### config.mk
export PLATFORM = sky130hd
export DESIGN_NAME = pcrq_ctrl
export DESIGN_NICKNAME = d
export VERILOG_FILES = /design/src/hw/rtl/pcrq_pkg.sv /design/src/hw/rtl/pcrq_ctrl.sv
export SDC_FILE = /design/constraint.sdc
export NUM_CORES = 1
export LEC_CHECK = 0
export BUFFER_PORTS_ARGS = -buffer_cell sky130_fd_sc_hd__buf_4
export CORE_AREA = 2 2 39 41
export CTS_CLUSTER_SIZE = 20
export DETAILED_ROUTE_END_ITERATION = 8
export DIE_AREA = 0 0 41 43
export SLEW_MARGIN = 40
export SYNTH_ARGS = -nofsm -noshare
export SYNTH_HDL_FRONTEND = slang
export SYNTH_SLANG_ARGS = --single-unit
### constraint.sdc
create_clock -name clk -period 2.3 [get_ports clk]
set_clock_uncertainty 0.15 [all_clocks]
set_input_delay 0.23 -clock clk [delete_from_list [all_inputs] [get_ports clk]]
set_output_delay 0.23 -clock clk [all_outputs]
set_load 0.03 [all_outputs]
### src/hw/rtl/pcrq_pkg.sv
// Package for the per-channel requantizer: item structs, register indexes,
// command/status structs between controller and datapath, and sizing constants.
// No dependencies.
package pcrq_pkg;

	// Sizing
	localparam int unsigned MAX_CHANNELS = 1024;
	localparam int unsigned ADDR_W       = $clog2(MAX_CHANNELS);
	localparam int unsigned SPATIAL_MAX  = 1048576;
	localparam int unsigned CFG_IDX_W    = 3;
	localparam int unsigned CFG_DATA_W   = 24;
	localparam int unsigned COEF_W       = 56;   // {scale[23:0], bias[31:0]}
	localparam int unsigned MAG_CLAMP    = 1024; // clamp on rounded magnitude

	// Item opcodes
	localparam logic OP_LOAD = 1'b0;
	localparam logic OP_DATA = 1'b1;

	// Configuration register indexes
	localparam logic [CFG_IDX_W-1:0] CFG_SRC_ZERO      = 3'd0;
	localparam logic [CFG_IDX_W-1:0] CFG_SRC_SCALE     = 3'd1;
	localparam logic [CFG_IDX_W-1:0] CFG_DST_INV_SCALE = 3'd2;
	localparam logic [CFG_IDX_W-1:0] CFG_DST_ZERO      = 3'd3;
	localparam logic [CFG_IDX_W-1:0] CFG_CHANNEL_COUNT = 3'd4;
	localparam logic [CFG_IDX_W-1:0] CFG_SPATIAL_COUNT = 3'd5;
	localparam logic [CFG_IDX_W-1:0] CFG_LAYOUT        = 3'd6;

	// Layout codes
	localparam logic LAYOUT_CH_LAST = 1'b0;
	localparam logic LAYOUT_PLANAR  = 1'b1;

	typedef struct packed {
		logic               op;
		logic [9:0]         load_channel;
		logic signed [23:0] load_scale;
		logic signed [31:0] load_bias;
		logic [7:0]         sample;
	} in_item_t;

	typedef struct packed {
		logic [7:0] out_value;
		logic [9:0] out_channel;
		logic       end_of_tensor;
	} out_item_t;

	// Controller -> datapath commands
	typedef struct packed {
		logic accept;   // input item taken this cycle
		logic calc_d;   // (x - src_zero) * src_scale
		logic calc_p;   // d * channel scale
		logic calc_v;   // add bias, take magnitude
		logic calc_h;   // high partial product with dst_inv_scale
		logic calc_l;   // low partial product with dst_inv_scale
		logic finish;   // round, saturate, load output register
	} dp_cmd_t;

	// Datapath -> controller status
	typedef struct packed {
		logic in_is_data;
		logic out_free;
	} dp_status_t;

endpackage

### src/hw/rtl/pcrq_ctrl.sv
// Sequencing controller for the requantizer: one-hot FSM stepping the datapath.
// Depends on pcrq_pkg.
module pcrq_ctrl (
	input  logic                clk,
	input  logic                arst_n,
	input  logic                in_valid,
	output logic                in_stall,
	input  pcrq_pkg::dp_status_t status,
	output pcrq_pkg::dp_cmd_t    cmd
);

	typedef enum logic [6:0] {
		ST_IDLE = 7'b0000001,
		ST_MUL1 = 7'b0000010,
		ST_MUL2 = 7'b0000100,
		ST_ADD  = 7'b0001000,
		ST_MULH = 7'b0010000,
		ST_MULL = 7'b0100000,
		ST_RND  = 7'b1000000
	} state_t;

	state_t state_q, state_d;

	// Input is taken only between items
	assign in_stall = (state_q != ST_IDLE);

	// Next state and command decode
	always_comb begin
		state_d = state_q;
		cmd     = '0;
		case (state_q)
			ST_IDLE: begin
				if (in_valid) begin
					cmd.accept = 1'b1;
					if (status.in_is_data == pcrq_pkg::OP_DATA) begin
						state_d = ST_MUL1;
					end
				end
			end
			ST_MUL1: begin
				cmd.calc_d = 1'b1;
				state_d    = ST_MUL2;
			end
			ST_MUL2: begin
				cmd.calc_p = 1'b1;
				state_d    = ST_ADD;
			end
			ST_ADD: begin
				cmd.calc_v = 1'b1;
				state_d    = ST_MULH;
			end
			ST_MULH: begin
				cmd.calc_h = 1'b1;
				state_d    = ST_MULL;
			end
			ST_MULL: begin
				cmd.calc_l = 1'b1;
				state_d    = ST_RND;
			end
			ST_RND: begin
				// wait here until the output register can take the result
				if (status.out_free) begin
					cmd.finish = 1'b1;
					state_d    = ST_IDLE;
				end
			end
			default: begin
				state_d = ST_IDLE;
			end
		endcase
	end

	always_ff @(posedge clk or negedge arst_n) begin
		if (!arst_n) begin
			state_q <= ST_IDLE;
		end else begin
			state_q <= state_d;
		end
	end

endmodule

After elaboration in Yosys (flattened, before gate mapping)
Cells that the tools add are included.

Bits in registers: 7. Latch bits: 0. RAM bits: 0. Memory bits (read-only): 0. Input bits: 5. Output and inout bits: 8. Logic and storage cells: 26. Memories kept: 0.

Add/subtract/negate cells: 0. $mul: 0. Div/mod/pow operators: 0. Magnitude comparators: 0. Equal/unequal tests: 11. Shift operators: 0. Muxes and demuxes: 13. Bitwise gates (word level): 0. Reductions and logical operators: 1.

Operator list (count): one-hot mux 7 bit (7 select lines) (1); 2-to-1 mux 7 bit (3); 2-to-1 mux 1 bit (9); == test 7 x 1 -> 1 bit (second input constant) (1); == test 7 x 2 -> 1 bit (second input constant) (1); == test 7 x 3 -> 1 bit (second input constant) (1); == test 7 x 4 -> 1 bit (second input constant) (1); == test 7 x 5 -> 1 bit (second input constant) (1); == test 7 x 6 -> 1 bit (second input constant) (1); == test 7 bit (second input constant) (1); inequality test 7 x 1 -> 1 bit (second input constant) (1); inequality test 2 bit (second input constant) (3); AND reduction 3 bit (1).

Depth between registers and ports, before layout
Word-level depth: 3. Mapped depth: 5.

Worst setup path after synthesis
No wires, ideal clock.

Path kind: reg-to-output. Start point: reg state_q[6]. End point: out cmd[6] (netlist name). Arrival time: 1571 ps. Slack: 349 ps. Stages on the path, launching flop included: 4. Buffers on the path: 0. Cells stage by stage: dfrtp_1 > nor2_1 > nand4_1 > nor2_1.

RTL lines: from (decl) (line pcrq_ctrl.sv:22) `state_t state_q, state_d;`; from (signal assigned) (line pcrq_ctrl.sv:77) `state_q <= state_d;`; to (decl) (line pcrq_ctrl.sv:9) `output pcrq_pkg::dp_cmd_t cmd`.

==> flow_metrics.py <==
metrics = {
    "die": {
        "rows": 14,
        "ios": 13,
        "die_w_microns": 41,
        "die_h_microns": 43,
        "initial_core_util_pct": 30.92,
        "core_sq_mm": 0.001384,
        "die-area_sq_mm": 0.001763,
    },
    "drt": {
        "drt_pass1_iterations": 4,
        "wire_per_inst_microns": 10.49,
        "ant_nets": 0,
        "drt_iter0_drc": 1,
        "drt-vias-per-instance": 4.684,
        "drt_wl_total_microns": 797,
        "drc": 0,
        "vias": 356,
    },
    "grt": {
        "grt_max_degree": 9,
        "grt_antenna_before_repair": 0,
        "grt_overflow": 0,
        "grtUsageTotal_pct": 11.09,
        "grt_pass1_wl_microns": 1304,
        "grt_pass1_vias": 336,
    },
    "outcome": {
        "outcome": "complete, no violations",
    },
    "finish": {
        "fin_cells": 76,
        "final_nets": 66,
        "synthToLayoutAreaGrowth_pct": 28.07,
        "fillers": 152,
        "final_core_util_pct": 39.60,
        "max_flop_register": "state_q",
        "largest_reg_flops": 7,
        "top_regs": "state_q: 7 flops",
        "drive_gt1_share_pct": 38.33,
        "diodes": 0,
    },
    "cts": {
        "clock_latency_ns": 0.25,
        "clock-sinks": 7,
        "clockBufferDepth": 2,
        "cts_htree_levels": 1,
        "cts_inserted_buffers": 3,
        "cts_resized": 0,
        "clk_pin_slew_ns": 0.05,
        "cts_tree": "built",
        "root_buffer": "clkbuf_4",
    },
    "sta": {
        "hold_viol": 0,
        "slew_headroom_pct": 75.16,
        "fin_crit_sh_pct": 80.19,
        "tns_ns": 0,
        "setup_viol": 0,
        "rsz0062_at_grt": "false",
        "report.final.slew_viol_count": 0,
        "fmax_ghz": 0.5422,
        "fin_crit_ns": 1.844,
        "worstMarginPinSlew_ns": 0.3713,
    },
    "yosys": {
        "post_synth_num_cell_types": 23,
        "syn-num-nets": 51,
        "synth_area_sq_um": 427.9,
        "ys_seq_area_share_pct": 41.23,
        "ys_seq_elements": 7,
        "synthCells": 46,
        "ys_warn_count": 0,
        "synth_area_per_cell_sq_um": 9.302,
    },
    "worst_setup_path": {
        "critPathArrivalTime_ns": 1.46,
        "start_kind": "flop",
        "critPathMaxFanout": 7,
        "critPathCaptureType": "primary output",
        "path_class": "flop to primary output",
        "cp.required_ns": 1.92,
    },
    "power_and_ir_drop": {
        "leakagePower_uw": 0.0002568,
        "pwr_density_cell_mw_per_mm2": 906.1,
        "p_total_uw": 496.5,
        "vdd.ir_drop.worst_v": 0.0004999,
    },
    "placement": {
        "dp_hpwl_microns": 621.5,
        "place.gp.congestion": 0.7823,
        "portBuffers": 12,
        "dp_cells": 71,
    },
    "flow_run": {
        "cap_violations": 0,
    },
    "min_path": {
        "min_path_type": "primary input to flop",
    },
}
## stage by stage
step | hold WS, ns | setup WS (ns) | cell area [sq um]
after floorplan | -0.2156 | 0.3492 | 427.9
after global placement | -0.1034 | 0.7527 | 511.7
after detailed placement | -0.1031 | 0.7316 | 511.7
after CTS | 0.08951 | 0.4362 | 548.0
after global routing | 0.1001 | 0.2454 | 548.0
final | 0.09480 | 0.4557 | 548.0
## synth_stat cells
cell | n | area [sq um]
nor2_1 | 12 | 45.04
dfrtp_1 | 6 | 150.1
nand2_1 | 3 | 11.26
and4_1 | 2 | 17.52
and4_2 | 2 | 20.02
buf_4 | 2 | 15.01
nand2b_1 | 2 | 12.51
nand4_1 | 2 | 12.51
a21boi_1 | 1 | 7.510
a21oi_2 | 1 | 8.760
a31oi_1 | 1 | 6.260
buf_6 | 1 | 11.26
dfstp_2 | 1 | 26.28
inv_1 | 1 | 3.750
nand2b_2 | 1 | 8.760
nand3b_1 | 1 | 7.510
nor2_4 | 1 | 11.26
nor3_2 | 1 | 10.01
o211ai_2 | 1 | 12.51
o21ai_0 | 1 | 5.000
or2b_1 | 1 | 7.510
or3b_1 | 1 | 8.760
xor2_1 | 1 | 8.760
## cells by family (layout without fill, tap and decap cells)
family,Yosys count,count (layout),share of synthesized area (%)
flops,7,7,41.23
compound gates,5,5,9.357
buf+inv,4,18,7.015
simple gates,29,29,40.35
xor+xnor,1,1,2.047
## area by class of cell
type	count	area, sq um	share of cell area, %
inverters	1	3.754	0.6849
repair buffers	13	100.1	18.26
flip-flops and latches	7	176.4	32.19
well taps	16	20.02	3.653
multi-input cells	35	221.5	40.41
clock buffers	4	26.28	4.795
## path summary, 6_finish.rpt
| check | from | to | slack [ns] | depth (start not counted) |
|---|---|---|---|---|
| max | state_q[6] | cmd[6] | 0.46 | 4 |
| min | status[1] | state_q[1] | 0.09 | 3 |
| max reg2reg | state_q[0] | state_q[0] | 0.95 | 4 |
| min reg2reg | state_q[0] | state_q[0] | 0.44 | 2 |
| max in group asynchronous | arst_n | state_q[0] | 1.62 | 2 |
| min in group asynchronous | arst_n | state_q[4] | 0.18 | 2 |
## routing by layer
layer	GRT usage, %	vias up	part of all wire, %
met2	15.94	8	50
met5	0	-	0
met1	14.43	163	47
met4	6.000	0	0
met3	3.141	0	3.4
li1	-	185	-
## placed cells by master (no fill, tap or decap), types with 2 or more instances in the layout
master and n:
nand2_1 3, clkbuf_4 3, nand2b_1 2, nand4_1 2, and4_1 2, nor2_1 12, dfrtp_1 6, buf_4 12
and4_2 2
## timing repair
item / CTS / global route
buffers inserted: 0 / 0
hold buffers: 1 / 0
hold endpoints to repair: 7 / 0
## critical path, stage by stage (launching register included)
cell     delay (ns)
dfrtp_1        0.39
nor2_1         0.32
nand4_1        0.21
nor2_1         0.13
buf_4          0.17
## where the power goes
part           total, uW  switching, uW  internal (uW)
registers            174           28.2            146
logic                210            126           84.0
clock network        112           45.8           66.2
total                497            200            296
Power figures use the tool's default switching activity.
